<file path="src/sv/tws_pkg.sv">
// Shared types and constants for the three-week calendar strip.
// Used by tws_prep, tws_emit and three_week_calendar_strip; no dependencies.
`default_nettype none

package tws_pkg;

   // Strip geometry
   localparam int unsigned StripCells = 21;
   localparam logic [4:0]  LastCell   = 5'd20;
   localparam logic [4:0]  WeekLen    = 5'd7;

   // Month codes that need a length other than 31 days
   localparam logic [3:0] MonthFeb = 4'd1;
   localparam logic [3:0] MonthApr = 4'd3;
   localparam logic [3:0] MonthJun = 4'd5;
   localparam logic [3:0] MonthSep = 4'd8;
   localparam logic [3:0] MonthNov = 4'd10;

   // Divisibility by 25: multiply by the inverse of 25 modulo 2^14, and
   // the product is at most 16383 / 25 exactly for the multiples of 25
   localparam logic [13:0] Inv25    = 14'd7209;
   localparam logic [13:0] Div25Max = 14'd655;

   // One input item
   typedef struct packed {
      logic [3:0]  month;
      logic [13:0] year;
      logic [2:0]  weekday;
      logic [4:0]  day_of_month;
   } req_item_type;

   // One result item
   typedef struct packed {
      logic [4:0] day_number;
      logic [4:0] cell_index;
      logic       is_today;
      logic       last_cell;
   } rsp_item_type;

   // Per-date layout handed from the prep stage to the cell emitter
   typedef struct packed {
      logic [3:0] prior;      // cell of the input date
      logic [3:0] vis;        // cells taken by the previous month
      logic [4:0] first_day;  // value of cell 0
      logic [4:0] this_len;   // length of this month
      logic [4:0] prev_len;   // length of the previous month
   } plan_type;

endpackage

`default_nettype wire

</file>
<file path="src/sv/tws_prep.sv">
// Input stage of the calendar strip: week start register, leap and month
// length logic, and the plan register that holds one date's layout.
// Depends on tws_pkg.
`default_nettype none

module tws_prep (
   input  wire logic                  clock,
   input  wire logic                  reset,
   input  wire logic                  csr_wr_en,
   input  wire logic [2:0]            csr_wr_data,
   input  wire logic                  req_valid,
   output logic                       req_stall,
   input  wire tws_pkg::req_item_type req_data,
   output logic                       plan_valid,
   output tws_pkg::plan_type          plan,
   input  wire logic                  plan_take
);
   import tws_pkg::*;

   logic [2:0]  week_start_ff;
   logic [2:0]  week_start_in;
   logic        plan_valid_ff;
   logic        plan_valid_in;
   plan_type    plan_ff;
   plan_type    plan_in;
   logic        accept;

   logic [27:0] year_prod;
   logic        div25;
   logic        leap;
   logic [3:0]  prev_month;
   logic [4:0]  prior5;
   logic [4:0]  vis5;
   logic [4:0]  this_len;
   logic [4:0]  prev_len;

   // Length of a month; codes above December count as 31 days
   function automatic logic [4:0] month_len(input logic [3:0] mon, input logic is_leap);
      logic [4:0] len;
      case (mon)
         MonthApr, MonthJun, MonthSep, MonthNov: len = 5'd30;
         MonthFeb: len = is_leap ? 5'd29 : 5'd28;
         default: len = 5'd31;
      endcase
      return len;
   endfunction

   // Latch the week start on a write
   assign week_start_in = csr_wr_en ? csr_wr_data : week_start_ff;

   // Gregorian rule: by 4, and not by 100 unless by 400
   assign year_prod = req_data.year * Inv25;
   assign div25     = year_prod[13:0] <= Div25Max;
   assign leap      = (req_data.year[1:0] == 2'b00) &&
                      (!div25 || (req_data.year[3:0] == 4'b0000));

   // January wraps to code 15, which reads as 31 days like the model's rule
   assign prev_month = req_data.month - 4'd1;
   assign this_len   = month_len(req_data.month, leap);
   assign prev_len   = month_len(prev_month, leap);

   // Cell of the input date and the layout of the strip's start
   always_comb begin
      prior5 = {2'b00, req_data.weekday} + WeekLen - {2'b00, week_start_ff};
      if (req_data.weekday < week_start_ff) begin
         prior5 = prior5 + WeekLen;
      end
      plan_in.prior    = prior5[3:0];
      plan_in.this_len = this_len;
      plan_in.prev_len = prev_len;
      if (prior5 >= req_data.day_of_month) begin
         vis5              = prior5 - req_data.day_of_month + 5'd1;
         plan_in.vis       = vis5[3:0];
         plan_in.first_day = prev_len + 5'd1 - vis5;
      end else begin
         vis5              = 5'd0;
         plan_in.vis       = 4'd0;
         plan_in.first_day = req_data.day_of_month - prior5;
      end
   end

   // Take a new item when the plan slot is free or drains this cycle
   assign req_stall     = plan_valid_ff && !plan_take;
   assign accept        = req_valid && !req_stall;
   assign plan_valid_in = accept ? 1'b1 : (plan_take ? 1'b0 : plan_valid_ff);

   always_ff @(posedge clock) begin
      if (reset) begin
         week_start_ff <= 3'd0;
         plan_valid_ff <= 1'b0;
      end else begin
         week_start_ff <= week_start_in;
         plan_valid_ff <= plan_valid_in;
      end
   end

   // Hold the plan payload until the emitter loads it
   always_ff @(posedge clock) begin
      if (accept) begin
         plan_ff <= plan_in;
      end
   end

   assign plan_valid = plan_valid_ff;
   assign plan       = plan_ff;

endmodule

`default_nettype wire

</file>
<file path="src/sv/tws_emit.sv">
// Cell emitter of the calendar strip: walks one plan through 21 cells and
// drives the result register.
// Depends on tws_pkg.
`default_nettype none

module tws_emit (
   input  wire logic              clock,
   input  wire logic              reset,
   input  wire logic              plan_valid,
   input  wire tws_pkg::plan_type plan,
   output logic                   plan_take,
   output logic                   rsp_valid,
   input  wire logic              rsp_stall,
   output tws_pkg::rsp_item_type  rsp_data
);
   import tws_pkg::*;

   logic         active_ff;
   logic         active_in;
   logic [4:0]   cell_ff;
   logic [4:0]   cell_in;
   logic [4:0]   day_ff;
   logic [4:0]   day_in;
   plan_type     cur_ff;
   logic         rsp_valid_ff;
   logic         rsp_valid_in;
   rsp_item_type rsp_ff;
   rsp_item_type rsp_in;

   logic         out_free;
   logic         emit;
   logic         is_last;
   logic         in_prev;
   logic [4:0]   limit;
   logic [4:0]   next_day;

   // While active, emit one cell whenever the result register is free or being taken
   assign out_free = !rsp_valid_ff || !rsp_stall;
   assign emit     = active_ff && out_free;
   assign is_last  = cell_ff == LastCell;

   // Load the next plan when idle or as the final cell is emitted
   assign plan_take = plan_valid && (!active_ff || (emit && is_last));

   // Count up, wrapping past the end of whichever month the cell is in
   assign in_prev  = cell_ff < {1'b0, cur_ff.vis};
   assign limit    = in_prev ? cur_ff.prev_len : cur_ff.this_len;
   assign next_day = (day_ff >= limit) ? 5'd1 : day_ff + 5'd1;

   always_comb begin
      active_in = active_ff;
      cell_in   = cell_ff;
      day_in    = day_ff;
      if (plan_take) begin
         active_in = 1'b1;
         cell_in   = 5'd0;
         day_in    = plan.first_day;
      end else if (emit) begin
         active_in = !is_last;
         cell_in   = cell_ff + 5'd1;
         day_in    = next_day;
      end
   end

   // Build the result item for the current cell
   always_comb begin
      rsp_in.day_number = day_ff;
      rsp_in.cell_index = cell_ff;
      rsp_in.is_today   = cell_ff == {1'b0, cur_ff.prior};
      rsp_in.last_cell  = is_last;
   end

   assign rsp_valid_in = emit ? 1'b1 : (rsp_stall ? rsp_valid_ff : 1'b0);

   always_ff @(posedge clock) begin
      if (reset) begin
         active_ff    <= 1'b0;
         rsp_valid_ff <= 1'b0;
      end else begin
         active_ff    <= active_in;
         rsp_valid_ff <= rsp_valid_in;
      end
   end

   // Walk state and payload registers
   always_ff @(posedge clock) begin
      cell_ff <= cell_in;
      day_ff  <= day_in;
      if (plan_take) begin
         cur_ff <= plan;
      end
      if (emit) begin
         rsp_ff <= rsp_in;
      end
   end

   assign rsp_valid = rsp_valid_ff;
   assign rsp_data  = rsp_ff;

   // A plan is loaded only when one is waiting
   a_take_needs_plan: assert property (@(posedge clock) disable iff (reset)
      plan_take |-> plan_valid)
      else $error("emitter loaded a plan that was not valid");

   // Every emitted cell carries a day number of at least one
   a_day_nonzero: assert property (@(posedge clock) disable iff (reset)
      emit |-> (day_ff != 5'd0))
      else $error("emitted a cell with day number zero");

   // After the final cell with nothing queued the emitter goes idle
   a_idle_after_last: assert property (@(posedge clock) disable iff (reset)
      (emit && is_last && !plan_valid) |=> !active_ff)
      else $error("emitter stayed active past the final cell");

   // A fresh item starts at cell zero
   a_start_at_zero: assert property (@(posedge clock) disable iff (reset)
      plan_take |=> (active_ff && (cell_ff == 5'd0)))
      else $error("loaded item did not start at cell zero");

endmodule

`default_nettype wire

</file>
<file path="src/sv/three_week_calendar_strip.sv">
// Top level of the three-week calendar strip: csr register, prep stage
// and cell emitter. Depends on tws_pkg, tws_prep and tws_emit.
`default_nettype none

// Each accepted date yields 21 result items, cells 0 to 20 in order, one per
// cycle on the result channel while rsp_stall is low; a steady stream of dates
// is paced by the single result register, which carries one cell a cycle. The
// next date is taken into the plan register while the current one is still
// being emitted, so dates follow with no gap. From an idle block a date goes
// through the plan register and the emitter's walk registers into the result
// register. Write week_start_day only while no date is in flight.
module three_week_calendar_strip (
   input  wire logic                  clock,
   input  wire logic                  reset,
   input  wire logic                  csr_wr_en,
   input  wire logic [2:0]            csr_wr_data,
   input  wire logic                  req_valid,
   output logic                       req_stall,
   input  wire tws_pkg::req_item_type req_data,
   output logic                       rsp_valid,
   input  wire logic                  rsp_stall,
   output tws_pkg::rsp_item_type      rsp_data
);
   import tws_pkg::*;

   logic     plan_valid;
   plan_type plan;
   logic     plan_take;

   // Work out the layout of one date
   tws_prep u_prep (
      .clock       (clock),
      .reset       (reset),
      .csr_wr_en   (csr_wr_en),
      .csr_wr_data (csr_wr_data),
      .req_valid   (req_valid),
      .req_stall   (req_stall),
      .req_data    (req_data),
      .plan_valid  (plan_valid),
      .plan        (plan),
      .plan_take   (plan_take)
   );

   // Emit the strip cells
   tws_emit u_emit (
      .clock      (clock),
      .reset      (reset),
      .plan_valid (plan_valid),
      .plan       (plan),
      .plan_take  (plan_take),
      .rsp_valid  (rsp_valid),
      .rsp_stall  (rsp_stall),
      .rsp_data   (rsp_data)
   );

endmodule

`default_nettype wire

</file>
<file path="config.mk">
export PLATFORM = sky130hd
export DESIGN_NAME = three_week_calendar_strip
export DESIGN_NICKNAME = d
export VERILOG_FILES = /design/src/sv/tws_pkg.sv /design/src/sv/tws_prep.sv /design/src/sv/tws_emit.sv /design/src/sv/three_week_calendar_strip.sv
export SDC_FILE = /design/constraint.sdc
export NUM_CORES = 1
export LEC_CHECK = 0
export BUFFER_PORTS_ARGS = -buffer_cell sky130_fd_sc_hd__buf_2
export CAP_MARGIN = 20
export CORE_UTILIZATION = 24
export CTS_BUF_LIST = sky130_fd_sc_hd__clkbuf_4 sky130_fd_sc_hd__clkbuf_8
export CTS_CLUSTER_SIZE = 8
export DETAILED_ROUTE_END_ITERATION = 7
export GPL_TIMING_DRIVEN = 0
export HOLD_SLACK_MARGIN = 0.12
export PLACE_DENSITY = 0.39
export SLEW_MARGIN = 0
export SYNTH_ARGS = -nofsm -noshare
export SYNTH_HDL_FRONTEND = slang
export SYNTH_SLANG_ARGS = --single-unit
</file>
<file path="constraint.sdc">
create_clock -name clock -period 12.4 [get_ports clock]
set_input_delay 1.24 -clock clock [delete_from_list [all_inputs] [get_ports clock]]
set_output_delay 1.24 -clock clock [all_outputs]
set_load 0.03 [all_outputs]
</file>
# Yosys cells after proc, flatten, opt, wreduce, memory -nomap -nowiden
# Cells that the tools add are included.
[totals]
out_inout_bits = 14
in_bits = 34
regBits = 69
wordCells = 86
[op_classes]
add_sub_neg = 11
multipliers = 1
eq_ne = 13
order_cmp = 5
n_mux = 15
reduce_logical = 22
[ops]
columns = ["operator", "count"]
rows = [
  ["5-bit two-way mux", 6],
  ["5-bit by 1-bit adder with 5-bit output, second input constant", 4],
  ["5-bit case mux with 2 select lines", 2],
  ["4-bit == test, second input constant", 4],
  ["5-bit subtractor", 3],
  ["14-bit by 10-bit <= comparator with 1-bit output, second input constant", 1],
  ["14-bit by 13-bit multiplier with 14-bit output, second input constant", 1],
  ["5-bit greater-or-equal comparator", 2],
  ["4-bit by 1-bit == test with 1-bit output, second input constant", 2],
  ["4-bit by 2-bit == test with 1-bit output, second input constant", 2],
  ["4-bit by 3-bit == test with 1-bit output, second input constant", 2],
  ["4-bit OR reduction", 2],
  ["1-bit zero test", 7],
  ["1-bit two-way mux", 7],
  ["1-bit logical AND", 6],
  ["5-bit by 3-bit adder with 5-bit output, second input constant", 1],
  ["5-bit by 4-bit == test with 1-bit output", 1],
  ["5-bit == test, second input constant", 1],
  ["5-bit by 4-bit less-than comparator with 1-bit output", 1],
  ["5-bit by 3-bit subtractor with 5-bit output", 1],
  ["3-bit by 3-bit adder with 4-bit output, second input constant", 1],
  ["4-bit zero test", 1],
  ["2-bit nonzero test", 2],
  ["4-bit by 1-bit subtractor with 4-bit output, second input constant", 1],
  ["4 further kinds", 6],
]

# Depth between registers and ports, before layout
[depth]
ltp_word = 11
ltp_mapped = 22
ltp_nobuf = 22

# Modules after synthesis
# A second synthesis with hierarchy kept.
[hier_totals]
hier_cells = 398
hier_area_um2 = 4491.8
[modules_own_cells]
columns = ["mod", "seq_area_each_um2", "area_per_inst_um2", "instances", "cells_each"]
rows = [
  ["tws_prep", 590.6, 2690.1, 1, 274],
  ["tws_emit", 1191.1, 1801.7, 1, 124],
]

# Worst setup path before layout
# No wires, ideal clock.
[synth_path]
kind = "in2reg"
start = "input req_data[8] (netlist bit)"
end = "register u_prep.plan_ff, in the netlist u_prep.plan[14], data pin"
arrival_time_ns = 5.503
required_time_ns = 12.137
setup_ns = 0.263
stages = 21
n_path_buf = 0
setup_slack_ns = 6.634
cell_sequence = "fa_1 ha_1 ha_1 inv_1 fa_1 fa_1 inv_1 ha_1 a211oi_1 o22ai_1 a211oi_1 nand3_1 a21boi_0 a21oi_1 ha_1 ha_1 a21o_1 a21oi_1 xnor2_1 xnor2_1 o21ai_0"
[synth_lines]
columns = ["element", "line_no", "source"]
rows = [
  ["start: declaration", "three_week_calendar_strip.sv:19", "input wire tws_pkg::req_item_type req_data,"],
  ["end signal: assignment", "tws_prep.sv:100", "plan_ff <= plan_in;"],
  ["end: declaration", "tws_prep.sv:24", "plan_type plan_ff;"],
]

==> qor.csv <==
stage,metric,value,unit
outcome,status,finished clean,
timing,RSZ-0062 raised after global routing,false,
global_route,first-pass GRT wire length,12910,um
layout,layout cells sized above 1,0.1571,
cts,CTS root buf,clkbuf_8,
cts,TritonCTS clock tree,done,
worst_setup_path,Critical Path Source,req_data[8],
routing,ANT nets after route,0,
worst_setup_path,CP max-delay cell,fa_1,
global_route,largest net degree at the start of global routing,22,
worst_setup_path,CP endpoint kind,flop,
routing,Pre-antenna DRT Iters,6,
cts,H-tree depth,3,
worst_setup_path,worst reg2reg startpoint,u_prep.week_start_ff[1],
worst_setup_path,Reg-to-Reg End,u_prep.plan[14],
placement,post-DP HPWL,6266,um
pwr,P_int,0.0005584,W
routing,DRC errors left,0,
worst_setup_path,depth of the most critical reg-to-reg path,17,
timing,Final Cycle Share,0.4888,
timing,minimum clock period,6.061,ns
cts,Setup Buffers After CTS,0,
global_route,initial antenna violation count,0,
timing,max_slew headroom,0.3673,
pwr,PwrDens,166.6,nW/um2
pwr,part of the power in registers,0.317,
global_route,GRT overflow,0,
cts,number of CTS-inserted buffers,9,
logic_synthesis,Yosys reg bits,57,
global_route,overall global routing resource usage,0.09012,
min_path,min-delay worst type,reg -> reg,
floorplanning,core area,17240,um2
logic_synthesis,syn_nets,509,
timing,setup TNS,0,ns
placement,input/output buffers,47,
pwr,worst IR drop on VDD,0.07679,mV
worst_setup_path,max incr delay on CP,0.55,ns
global_route,vias in the first global route,2822,
floorplanning,I/O pin count,48,
cts,CTS clock-pin slew for the worst setup and hold paths,0.06,ns
routing,Routed WL,7475,um
placement,RD Place Congestion,0.7366,
timing,Final Max Tran Viols,0,
pwr,Tot Pwr,0.0008312,W
cts,clk_lat worst skew,0.33,ns
worst_setup_path,Critical Path RT,12.46,ns
layout,fillers,1816,
worst_setup_path,CP Max Fanout,6,
logic_synthesis,Post-Syn Instances,389,
cts,hold buffers post-CTS,0,
floorplanning,Die X,134.5,um
routing,DR vias,2742,
logic_synthesis,Syn. warnings,0,
logic_synthesis,Mapped Area,4217,um2
pwr,sw frac,0.3282,
timing,Final setup viols,0,
timing,Final Skew,0.008815,ns
layout,Area Overhead vs Synth,18.34,%
pwr,Logic pwr share,0.415,
worst_setup_path,critical path type,in -> reg,
worst_setup_path,"reg-to-reg slack, setup",8.11,ns
routing,Starting DRT DRC Count,80,
worst_setup_path,CP Launch Type,input port,
floorplanning,Row Count,48,
logic_synthesis,"Seq/Total Area, Yosys",0.3798,
timing,Slew @ Worst Pin,0.9491,ns
cts,# clock sinks,57,
worst_setup_path,Worst Setup EP,u_prep.plan[14],
worst_setup_path,cells along the critical path,buf_2 > fa_1 > ha_1 > ha_1 > inv_1 > fa_1 > fa_1 > xnor3_1 > xnor3_2 > xnor2_1 > xnor2_1 > nand3_1 > a21boi_0 > a21oi_1 > ha_1 > ha_1 > a21o_1 > a21oi_1 > xnor2_1 > xnor2_1 > o21ai_0,
routing,WL/cell,11.04,um
job,Max-Cap Viols,0,
routing,drt via density,4.050,
pwr,P_sw,0.0002728,W
worst_setup_path,WP data arrival,6.12,ns
cts,deepest clock path buffer count,2,
cts,Resize count post-CTS,0,
pwr,clock network fraction of total power,0.268,
layout,diodes inserted,0,
floorplanning,Die H,134.5,um
floorplanning,DIE AREA,18100,um2
timing,final hold vios,0,
timing,Max Freq,165.0,MHz
pwr,leakage,2.290,nW
layout,NumNets Final,567,
floorplanning,Starting Density,0.2446,
logic_synthesis,Yosys cell types,36,
logic_synthesis,Post-Syn Area per Cell,10.84,um2
-- Yosys cell counts --
cell type / instances / area share
ha_1: 70 / 0.21
inv_1: 68 / 0.061
edfxtp_1: 46 / 0.33
nor2_1: 29 / 0.026
xnor2_1: 23 / 0.048
nand2_1: 19 / 0.017
a21oi_1: 16 / 0.019
fa_1: 16 / 0.076
xor2_1: 13 / 0.027
dfxtp_1: 11 / 0.052
o21ai_0: 9 / 0.011
nand3_1: 8 / 0.0095
mux2i_1: 7 / 0.017
a21o_1: 5 / 0.0089
o31ai_1: 5 / 0.0089
a211oi_1: 4 / 0.0071
mux2_2: 4 / 0.011
a21boi_0: 3 / 0.0053
and2_1: 3 / 0.0045
nand2b_1: 3 / 0.0045
nor2b_1: 3 / 0.0045
o22ai_1: 3 / 0.0045
buf_2: 2 / 0.0024
clkbuf_1: 2 / 0.0018
nand3b_1: 2 / 0.0036
nand4_1: 2 / 0.0030
nor3_1: 2 / 0.0024
or2_2: 2 / 0.0030
xnor3_1: 2 / 0.011
a311oi_1: 1 / 0.0021
a31o_2: 1 / 0.0021
and4b_1: 1 / 0.0024
nor3b_1: 1 / 0.0018
o211ai_1: 1 / 0.0018
or3_1: 1 / 0.0015
xnor3_2: 1 / 0.0056
-- how the worst min path moves through the flow --
stage                          from                end  slack, ns  cells after the start
floorplan            u_prep.plan[0]   u_emit.cur_ff[0]       0.40                      0
global placement    u_prep.plan[16]  u_emit.cur_ff[16]       0.41                      0
detailed placement   u_prep.plan[5]   u_emit.cur_ff[5]       0.41                      0
CTS                 u_prep.plan[20]  u_emit.cur_ff[20]       0.42                      0
global route         u_prep.plan[5]   u_emit.cur_ff[5]       0.43                      0
finish              u_prep.plan[20]  u_emit.cur_ff[20]       0.42                      0
-- worst max-delay path, delay by kind of cell --
family,cells,cell delay (ns)
fa+ha+maj,7,2.43
xor+xnor,6,1.35
compound gates,5,0.77
buf+inv,2,0.21
simple gates,1,0.12
-- sequential cells by signal, summed over array words and instances (netlist names) --
register	cells
u_prep.plan	17
u_emit.cur_ff	12
u_emit.rsp_data	12
u_emit.cell_ff	5
u_emit.day_ff	5
u_prep.week_start_ff	3
u_emit.active_ff	1
u_emit.rsp_valid	1
u_prep.plan_valid	1
-- routing by layer --
layer | vias up | global-route usage | part of all wire
li1 | 1428 | - | -
met1 | 1265 | 0.1126 | 0.48
met2 | 39 | 0.1534 | 0.48
met3 | 10 | 0.01426 | 0.027
met4 | 0 | 0.03933 | 0.012
met5 | - | 0 | 0
-- cells in the final DEF, fill, tap and decap left out, types with 7 or more instances in the layout --
cell type,netlist,routed
o21ai_0,9,9
inv_1,68,68
edfxtp_1,46,46
clkbuf_8,0,9
nor2_1,29,29
xnor2_1,23,23
nand3_1,8,8
buf_2,2,49
mux2i_1,7,7
dfxtp_1,11,11
xor2_1,13,13
fa_1,16,16
ha_1,70,70
a21oi_1,16,16
nand2_1,19,19
-- kinds of logic (layout without fill, tap and decap cells) --
| family | Yosys count | in the layout | synth area share |
|---|---|---|---|
| fa+ha+maj | 86 | 86 | 0.2837 |
| simple gates | 76 | 76 | 0.08309 |
| buf+inv | 72 | 135 | 0.06469 |
| xor+xnor | 39 | 39 | 0.09110 |
| compound gates | 48 | 48 | 0.07033 |
| flops | 57 | 57 | 0.3798 |
| mux | 11 | 11 | 0.02730 |
-- cell type report --
cell class                      instances  area [um2]  share of cell area
Buffer                                  4       17.52            0.003511
Multi-Input combinational cell        260        2342              0.4694
Inverter                               68       255.2             0.05115
Clock inverter                          7       132.6             0.02658
Timing Repair Buffer                   47       235.2             0.04714
Sequential cell                        57        1602              0.3210
Tap cell                              225       281.5             0.05642
Clock buffer                            9       123.9             0.02482
-- power by group through the flow --
stage	Combinational, W	Clock [W]	Sequential [W]
after floorplan	0.000264	0	0.000269
after global placement	0.000344	0	0.000268
after detailed placement	0.000350	0	0.000268
after CTS	0.000353	0.000230	0.000264
after global routing	0.000398	0.000237	0.000267
final	0.000345	0.000223	0.000264
-- stage by stage --
stage	utilization	hold WS [ns]	setup WS (ns)	instances	area (um2)
after floorplan	-	0.4003	6.634	389	4217
after global placement	0.2746	0.4053	5.984	661	4733
after detailed placement	0.2746	0.4080	5.944	661	4733
after CTS	0.2895	0.4201	6.291	677	4990
after global routing	0.2895	0.4277	5.989	677	4990
final	0.2895	0.4171	6.339	677	4990
Power figures use the tool's default switching activity.
